## config.mk

```make
export PLATFORM = sky130hd
export DESIGN_NAME = npcs_ram
export DESIGN_NICKNAME = d
export VERILOG_FILES = /design/src/sv/npcs_ram.sv
export SDC_FILE = /design/constraint.sdc
export NUM_CORES = 1
export LEC_CHECK = 0
export BUFFER_PORTS_ARGS = -buffer_cell sky130_fd_sc_hd__buf_2
export CAP_MARGIN = 20
export CORE_ASPECT_RATIO = 0.7
export CORE_MARGIN = 2
export CORE_UTILIZATION = 60
export DETAILED_ROUTE_END_ITERATION = 10
export PLACE_DENSITY = 0.76
export SKIP_CTS_REPAIR_TIMING = 1
export SLEW_MARGIN = 20
export SYNTH_ARGS = -nofsm -noshare
export SYNTH_HDL_FRONTEND = slang
export SYNTH_SLANG_ARGS = --single-unit
export TNS_END_PERCENT = 20
```

## constraint.sdc

```tcl
create_clock -name clk_i -period 2.93 [get_ports clk_i]
set_clock_uncertainty 0.2 [all_clocks]
set_input_delay 0.1465 -clock clk_i [delete_from_list [all_inputs] [get_ports clk_i]]
set_output_delay 0.1465 -clock clk_i [all_outputs]
set_load 0.01 [all_outputs]
```

## src/sv/npcs_ram.sv

```systemverilog
// Generic single-write, single-read RAM with registered read data.
// No dependencies.
module npcs_ram #(
  parameter int Width = 8,
  parameter int Depth = 64
) (
  input  logic                                    clk_i,
  input  logic                                    we_i,
  input  logic [((Depth > 1) ? $clog2(Depth) : 1)-1:0] waddr_i,
  input  logic [Width-1:0]                        wdata_i,
  input  logic                                    re_i,
  input  logic [((Depth > 1) ? $clog2(Depth) : 1)-1:0] raddr_i,
  output logic [Width-1:0]                        rdata_o
);

  logic [Width-1:0] mem_q [Depth];
  logic [Width-1:0] rdata_q;

  always_ff @(posedge clk_i) begin
    if (we_i) begin
      mem_q[waddr_i] <= wdata_i;
    end
    if (re_i) begin
      rdata_q <= mem_q[raddr_i];
    end
  end

  assign rdata_o = rdata_q;

endmodule
```

[Yosys cells after proc, flatten, opt, wreduce, memory -nomap -nowiden]
Memories as Yosys holds them, arrays and structs flattened. A register that Yosys moved wholly into a read port is not among the register bits.
Cells that the tools add are included.
Storage, ports and cells
  bits in registers: 0
  bits in writable memories: 512
  input port bits: 23
  output and inout port bits: 8
  memories: 1
Operators by class
  multiplexer cells: 2
Memories
  mem_q: depth 64, bits a word 8, rd ports 1, clocked after memory_dff 1, wr ports 1, RTL line 16  | logic [Width-1:0] mem_q [Depth];
Operators by type and width (count)
  1-bit two-way mux: 2

[Depth between registers and ports, before layout]
Gate-level depths: netlist of run 1.
  depth after elaboration: 2
  mapped depth: 9
  gate-level depth less buffers: 5

[Worst setup path after synthesis of run 1]
OpenSTA, ideal clock, no wires.
  path type: input -> register
  start: input port raddr_i[1] (netlist name)
  end: register rdata_q[3], in the netlist rdata_o[3] (read register of mem_q), data pin
  data arrival time: 1686 ps
  setup slack: 777 ps
  cell stages on the path: 7
  path through: buf_4 -> buf_2 -> buf_2 -> mux4_2 -> mux4_2 -> o21ai_1 -> o41ai_1
RTL lines
  from (decl): RTL line 12  | input logic [((Depth > 1) ? $clog2(Depth) : 1)-1:0] raddr_i,
  to (decl): RTL line 17  | logic [Width-1:0] rdata_q;

==> flow_summary.json, run 1 <==
{
  "crit_family": "multiplexers",
  "grtUsageTotal": 0.2631,
  "drive_above_1_share": 0.2948,
  "vias": 10085,
  "endpoint": "rdata_o[6]",
  "drtPass1Iterations": 7,
  "clock_latency_ps": 560,
  "hold_viol_final": 32,
  "slew_headroom": 0.4160,
  "cpMaxStageDelayCell": "mux4_2",
  "cpPeakStageDelay_ps": 480,
  "finalSetupTns_ps": 0,
  "wl_mm": 44.70,
  "leakagePower_nw": 7.406,
  "max-clock-path-buffers": 3,
  "grt-busiest-layer": "met1",
  "grt_pass1_vias": 10065,
  "postRouteAntennaNets": 0,
  "place_hpwl_mm": 27.93,
  "cp.arrival_ps": 2550,
  "utilization": 0.6932,
  "crit_cells": 5,
  "power.total_w": 0.01515,
  "met1_usage": 0.4001,
  "p_comb_frac": 0.053,
  "multiInputGateArea_mm2": 0.004315,
  "syn_area_mm2": 0.02025,
  "numCtsBuffers": 47,
  "area_growth_pct": 14.18,
  "core_area_mm2": 0.03335,
  "globalplace.congestion": 0.8435,
  "worst_setup_path_end_kind": "flip-flop",
  "postSynthAreaPerCell_um2": 21.54,
  "ys_seq_elements": 520,
  "ys_types": 39,
  "ff2ff_setup_slack_ps": 470,
  "grt_max_degree": 65,
  "power_density_mw_per_mm2": 655.1,
  "final_area_mm2": 0.02312,
  "die_area_mm2": 0.03525,
  "crit_required_ps": 3020,
  "fillCellCount": 2033,
  "ctsHtreeMaxLevel": 2,
  "hold_slack_ps": -29.80,
  "clockPowerShare": 0.401,
  "io_buffers": 30,
  "critPathBufInv": 0,
  "clock.fmax_ghz": 0.4065,
  "worstReg2RegEnd": "rdata_o[6]",
  "cp_max_fo": 1,
  "gr-usage-met3": 0.06737,
  "setup_viol": 0,
  "grt_overflow": 0,
  "finalMaxSlewViolations": 0,
  "dieHeight_um": 157.7,
  "io_pins": 31,
  "p_switching_w": 0.003084,
  "grtUsageMet2": 0.3861,
  "path_clk_slew_ps": 60,
  "synth_fp_nets": 963,
  "fp.dieW_um": 223.6,
  "rsz0062_at_grt": "no",
  "final_cell_mix": "520 x edfxtp_1, 126 x mux4_2, 83 x nor2_1, 83 x buf_4, 49 x clkbuf_16",
  "crit_path_start": "mem_q[29][6]",
  "num_rows": 56,
  "synthCells": 940,
  "start_util": 0.6071,
  "r2r_start": "mem_q[29][6]",
  "fin_crit_sh": 0.8396,
  "cts_tree": "done",
  "reg2regPathDepth": 5,
  "vdd.ir_drop.worst_mv": 0.5328,
  "internal-power_w": 0.01206,
  "ys_warn_count": 0,
  "status": "finished with violations",
  "placed_cell_area_mm2": 0.02146,
  "power.share.switching": 0.2036,
  "routed_via_density": 6.536,
  "final_common_cell": "edfxtp_1",
  "synth-seq-area-share": 0.7712,
  "max-cap-violations": 0,
  "critical_path_class": "reg2reg",
  "cts-root-buf": "clkbuf_16",
  "fin_crit_ps": 2460,
  "cts_sinks": 520,
  "violations": "negative hold slack",
  "drtIter0Drc": 1379,
  "cp-start-kind": "flip-flop",
  "cp_cell_sequence": "mux4_2 > mux2_2 > o221a_2 > nor3_1 > o32ai_1",
  "grt_antenna_before_repair": 2,
  "grt_first_pass_wirelength_mm": 66.21,
  "drc": 0,
  "worst_slew_pin_slew_ps": 872.7,
  "hp-class": "in2reg",
  "p_seq_frac": 0.546,
  "post_drt_wl_per_cell_um": 28.97,
  "register_area_mm2": 0.01562,
  "nNetsFinal": 1094
}
-- layout make-up --
| type | count | area share |
|---|---|---|
| clock buffers | 59 | 0.05466 |
| multi-input cells | 369 | 0.1867 |
| well taps | 435 | 0.02354 |
| repair buffers | 133 | 0.04876 |
| clock inverters | 25 | 0.01072 |
| flip-flops and latches | 520 | 0.6754 |
| diodes | 2 | 0.0002165 |
-- synthesized netlist by cell type (all sizes together) --
| cell type | instances | share of area |
|---|---|---|
| mux4 | 126 | 0.14 |
| o32ai | 2 | 0.00087 |
| edfxtp | 520 | 0.77 |
| nor4 | 2 | 0.00062 |
| a221oi | 6 | 0.0026 |
| o22ai | 8 | 0.0025 |
| buf | 34 | 0.012 |
| a21oi | 3 | 0.00074 |
| nand4 | 2 | 0.00062 |
| nand3b | 3 | 0.0011 |
| clkbuf | 17 | 0.0032 |
| o221a | 2 | 0.0011 |
| o2111ai | 3 | 0.0013 |
| mux2 | 13 | 0.0072 |
| nor2b | 14 | 0.0043 |
| o311ai | 1 | 0.00043 |
| nand4b | 1 | 0.00043 |
| nor2 | 83 | 0.015 |
| nor3 | 7 | 0.0017 |
| o21a | 2 | 0.00074 |
| and2 | 1 | 0.00031 |
| o221ai | 8 | 0.0035 |
| a211oi | 4 | 0.0015 |
| o21ai | 4 | 0.00099 |
| a22oi | 3 | 0.0011 |
| a2111oi | 2 | 0.00087 |
| nand2b | 7 | 0.0022 |
| o41ai | 2 | 0.00087 |
| mux2i | 23 | 0.011 |
| or3 | 1 | 0.00031 |
| o2bb2ai | 3 | 0.0013 |
| nand3 | 13 | 0.0032 |
| nand2 | 19 | 0.0035 |
| a31oi | 1 | 0.00031 |
-- state kept, by name, summed over array words and instances, names as in the netlist --
register	count
mem_q	512
rdata_o	8
-- cell families after synthesis --
logic type             share of synthesized area
multiplexers                              0.1588
flip-flops                                0.7712
buffers and inverters                    0.01563
AND/OR/NAND/NOR                          0.03374
AO/OA/AOI/OAI                            0.02064
-- through the flow --
stage	setup WS, ps	hold WS, ps	instances
2_1_floorplan	777.2	45.37	940
3_3_place_gp	317.1	317.7	1444
3_5_place_dp	287.9	322.5	1444
4_1_cts	486.8	-253.1	1528
5_1_grt	439.0	1.388	1543
6_report	470.1	-29.80	1543
-- worst min-delay path by stage --
stage	start	end	slack (ps)	cells past startpoint
after floorplan	wdata_i[0]	mem_q[0][0]	50	0
after global placement	re_i	rdata_o[2]	320	1
after detailed placement	re_i	rdata_o[2]	320	1
after CTS	re_i	rdata_o[7]	-250	1
after global routing	wdata_i[3]	mem_q[62][3]	1	1
final	wdata_i[3]	mem_q[63][3]	-30	1
-- per-layer routing --
layer	share of wire	up-vias
li1	-	4194
met1	0.41	5229
met2	0.45	592
met3	0.12	70
met4	0.024	0
met5	0	-
-- power groups by stage --
stage / clock [W] / sequential, W / combinational [W]
after floorplan: 0 / 0.00842 / 0.000439
after global placement: 0 / 0.00843 / 0.000763
after detailed placement: 0 / 0.00843 / 0.000780
after CTS: 0.00615 / 0.00827 / 0.000785
after global routing: 0.00644 / 0.00827 / 0.000850
final: 0.00608 / 0.00827 / 0.000800
No activity file was read; power rests on OpenSTA's default activity.
==> run 2, diff against run 1 <==
==> constraint.sdc (replaced) <==
create_clock -name clk_i -period 2.55 [get_ports clk_i]
set_clock_uncertainty 0.2 [all_clocks]
set_input_delay 0.1275 -clock clk_i [delete_from_list [all_inputs] [get_ports clk_i]]
set_output_delay 0.1275 -clock clk_i [all_outputs]
set_load 0.01 [all_outputs]
==> flow_summary.json, run 2 (synthesized netlist as in run 1, its figures left out) <==
{
  "status": "finished with violations",
  "violations": "negative hold slack",
  "internal-power_w": 0.01352,
  "routed_via_density": 6.528,
  "clock.fmax_ghz": 0.4246,
  "nNetsFinal": 1127,
  "finalMaxSlewViolations": 0,
  "worst_setup_path_end_kind": "flip-flop",
  "rsz0062_at_grt": "no",
  "grtUsageTotal": 0.2690,
  "vias": 10255,
  "grt_max_degree": 65,
  "drive_above_1_share": 0.3116,
  "cts_tree": "done",
  "dieHeight_um": 157.7,
  "largest_reg_flops": 512,
  "finalSetupTns_ps": 0,
  "p_comb_frac": 0.057,
  "max-cap-violations": 0,
  "ff2ff_setup_slack_ps": 190,
  "area_growth_pct": 14.82,
  "fin_crit_ps": 2355,
  "grtUsageMet2": 0.3904,
  "drtIter0Drc": 1499,
  "postRouteAntennaNets": 0,
  "cp.arrival_ps": 2460,
  "fillCellCount": 1985,
  "cpPeakStageDelay_ps": 470,
  "numCtsBuffers": 47,
  "grt-busiest-layer": "met1",
  "fin_cells": 1571,
  "core_area_mm2": 0.03335,
  "io_buffers": 30,
  "grt_pass1_vias": 10204,
  "place_hpwl_mm": 29.23,
  "cts_sinks": 520,
  "hold_slack_ps": -10.29,
  "globalplace.congestion": 0.8418,
  "drc": 0,
  "dp.cells": 1480,
  "vdd.ir_drop.worst_mv": 0.6407,
  "ctsHtreeMaxLevel": 2,
  "crit_family": "multiplexers",
  "path_clk_slew_ps": 70,
  "fp.dieW_um": 223.6,
  "die_area_mm2": 0.03525,
  "cts-root-buf": "clkbuf_16",
  "diodes": 0,
  "worst_slew_pin_slew_ps": 968.9,
  "grt_overflow": 0,
  "p_switching_w": 0.003548,
  "hold_viol_final": 25,
  "leakagePower_nw": 7.517,
  "hp-class": "in2reg",
  "crit_required_ps": 2660,
  "io_pins": 31,
  "power.share.switching": 0.2079,
  "critical_path_class": "reg2reg",
  "slew_headroom": 0.3541,
  "num_rows": 56,
  "max-clock-path-buffers": 3,
  "cp_max_fo": 1,
  "final_area_mm2": 0.02325,
  "met1_usage": 0.4121,
  "p_seq_frac": 0.557,
  "fin_crit_sh": 0.9236,
  "drtPass1Iterations": 7,
  "critPathBufInv": 0,
  "final_cell_mix": "520 x edfxtp_1, 126 x mux4_2, 116 x buf_4",
  "start_util": 0.6071,
  "cpMaxStageDelayCell": "mux4_2",
  "gr-usage-met3": 0.06514,
  "cp_cell_sequence": "mux4_2 > mux2_2 > o221a_2 > nor3_1 > o32ai_1",
  "power_density_mw_per_mm2": 734.1,
  "post_drt_wl_per_cell_um": 29.26,
  "grt_antenna_before_repair": 0,
  "wl_mm": 45.97,
  "regMostFlops": "mem_q",
  "grt_first_pass_wirelength_mm": 67.10,
  "placed_cell_area_mm2": 0.02173,
  "cp-start-kind": "flip-flop",
  "setup_viol": 0,
  "clockPowerShare": 0.386,
  "clock_latency_ps": 570,
  "final_common_cell": "edfxtp_1"
}
==> run 2: cell type report <==
cell class / instances / area (µm²) / share of cell area
clock buffers: 59 / 1242 / 0.05344
multi-input cells: 369 / 4315 / 0.1856
well taps: 435 / 544.3 / 0.02341
clock inverters: 22 / 170.2 / 0.007320
flip-flops and latches: 520 / 15620 / 0.6717
repair buffers: 166 / 1360 / 0.05850
==> run 2: final timing paths <==
check / start / endpoint / cells after the start
worst max-delay path: mem_q[25][6] / rdata_o[6] / 5
worst max register to register: mem_q[25][6] / rdata_o[6] / 5
worst min register to register: mem_q[22][1] / rdata_o[1] / 4
worst min-delay path: wdata_i[6] / mem_q[25][6] / 1
==> run 2: metrics by stage <==
stage	utilization	total power, W	setup slack (ps)
global placement	0.6517	0.01060	-29.13
detailed placement	0.6517	0.01063	-66.10
finish	0.6970	0.01707	194.7
CTS	0.6940	0.01712	172.6
global route	0.6970	0.01749	128.9
floorplan	-	0.01018	416.2
==> run 2: per-layer routing <==
| layer | up-vias | part of all wire |
|---|---|---|
| li1 | 4266 | - |
| met1 | 5320 | 0.42 |
| met2 | 588 | 0.44 |
| met3 | 81 | 0.11 |
| met4 | 0 | 0.028 |
| met5 | - | 0 |
==> run 2: power by group through the flow <==
| stage | Clock [W] | Sequential (W) | Combinational (W) |
|---|---|---|---|
| final | 0.00660 | 0.00950 | 0.000967 |
| after global routing | 0.00696 | 0.00950 | 0.00102 |
| after CTS | 0.00666 | 0.00950 | 0.000952 |
| after detailed placement | 0 | 0.00969 | 0.000943 |
| after global placement | 0 | 0.00968 | 0.000915 |
| after floorplan | 0 | 0.00968 | 0.000504 |
==> run 3, diff against run 2 <==
--- a/config.mk
+++ b/config.mk
@@ -12,6 +12,7 @@
 export CORE_UTILIZATION = 60
 export DETAILED_ROUTE_END_ITERATION = 10
 export PLACE_DENSITY = 0.76
+export RECOVER_POWER = 25
 export SKIP_CTS_REPAIR_TIMING = 1
 export SLEW_MARGIN = 20
 export SYNTH_ARGS = -nofsm -noshare
==> flow_summary.json, run 3 (synthesized netlist as in run 1, its figures left out) <==
{
  "drtIter0Drc": 1457,
  "fin_cells": 1571,
  "status": "finished with violations",
  "violations": "max-capacitance violations, max-slew violations",
  "core_area_mm2": 0.03335,
  "max-clock-path-buffers": 3,
  "regMostFlops": "mem_q",
  "crit_required_ps": 2650,
  "diodes": 0,
  "placed_cell_area_mm2": 0.02173,
  "cts_tree": "done",
  "die_area_mm2": 0.03525,
  "power.share.switching": 0.2074,
  "register_area_mm2": 0.01562,
  "hold_slack_ps": 41.36,
  "ctsHtreeMaxLevel": 2,
  "clock.fmax_ghz": 0.4262,
  "place_hpwl_mm": 29.23,
  "largest_reg_flops": 512,
  "wl_mm": 45.90,
  "cp.arrival_ps": 2450,
  "drtPass1Iterations": 7,
  "clock_latency_ps": 570,
  "cts_sinks": 520,
  "final_cell_mix": "520 x edfxtp_1, 126 x mux4_2, 113 x buf_4",
  "fin_crit_ps": 2346,
  "io_pins": 31,
  "cp_max_fo": 1,
  "p_switching_w": 0.003538,
  "power_density_mw_per_mm2": 734.5,
  "cts-root-buf": "clkbuf_16",
  "rsz0062_at_grt": "no",
  "postRouteAntennaNets": 0,
  "slew_headroom": -0.1730,
  "final_common_cell": "edfxtp_1",
  "vias": 10219,
  "fp.dieW_um": 223.6,
  "grt_overflow": 0,
  "nNetsFinal": 1127,
  "vdd.ir_drop.worst_mv": 0.6375,
  "cp-start-kind": "flip-flop",
  "final_area_mm2": 0.02322,
  "ff2ff_setup_slack_ps": 200,
  "dieHeight_um": 157.7,
  "globalplace.congestion": 0.8418,
  "grtUsageTotal": 0.2690,
  "fin_crit_sh": 0.9200,
  "grt_antenna_before_repair": 0,
  "max-cap-violations": 2,
  "hp-class": "in2reg",
  "p_comb_frac": 0.056,
  "worst_slew_pin_slew_ps": 1759,
  "leakagePower_nw": 7.504,
  "grt_max_degree": 65,
  "path_clk_slew_ps": 70,
  "fillCellCount": 1990,
  "utilization": 0.6963,
  "dp.cells": 1480,
  "routed_via_density": 6.505,
  "numCtsBuffers": 47,
  "worst_setup_path_end_kind": "flip-flop",
  "multiInputGateArea_mm2": 0.004315,
  "num_rows": 56,
  "area_growth_pct": 14.70,
  "post_drt_wl_per_cell_um": 29.22,
  "start_util": 0.6071,
  "grt_pass1_vias": 10204,
  "setup_viol": 0,
  "io_buffers": 30,
  "clockPowerShare": 0.386,
  "grt_first_pass_wirelength_mm": 67.10,
  "internal-power_w": 0.01352,
  "power.total_w": 0.01706,
  "p_seq_frac": 0.557,
  "drc": 0,
  "hold_viol_final": 0,
  "finalMaxSlewViolations": 72,
  "critical_path_class": "reg2reg",
  "drive_above_1_share": 0.3099
}
## run 3: area by class of cell
class	count	share of cell area
sequential	520	0.6724
multi-input combinational	369	0.1858
timing repair buffer	166	0.05749
clock buffer	59	0.05350
tap	435	0.02344
clock inverter	22	0.007328
## run 3: power by group through the flow
stage | registers [W] | logic [W] | clock network [W]
floorplan | 0.00968 | 0.000504 | 0
global placement | 0.00968 | 0.000915 | 0
detailed placement | 0.00969 | 0.000943 | 0
CTS | 0.00950 | 0.000952 | 0.00666
global route | 0.00951 | 0.00102 | 0.00696
finish | 0.00951 | 0.000958 | 0.00659
## run 3: worst paths after layout
| kind | from | cells past startpoint | to |
|---|---|---|---|
| max | mem_q[25][6] | 5 | rdata_o[6] |
| min | raddr_i[4] | 3 | rdata_o[1] |
| max reg2reg | mem_q[25][6] | 5 | rdata_o[6] |
| min reg2reg | mem_q[22][1] | 4 | rdata_o[1] |
## run 3: worst max-delay path, stage by stage (launching register included)
cell and delay (ps):
edfxtp_1 390, mux4_2 470, mux2_2 320, o221a_2 270
nor3_1 300, o32ai_1 140
## run 3: layer usage
layer,track usage,part of all wire,vias to the layer above
met1,0.4121,0.42,5303
met2,0.3904,0.44,578
met5,0,0,-
met4,0.08413,0.027,0
li1,-,-,4261
met3,0.06514,0.11,77
## run 3: through the flow
step	setup slack, ps	TNS [ps]
final	203.9	0
after global routing	128.9	0
after CTS	172.6	0
after detailed placement	-66.10	-102.3
after global placement	-29.13	-39.00
after floorplan	416.2	0
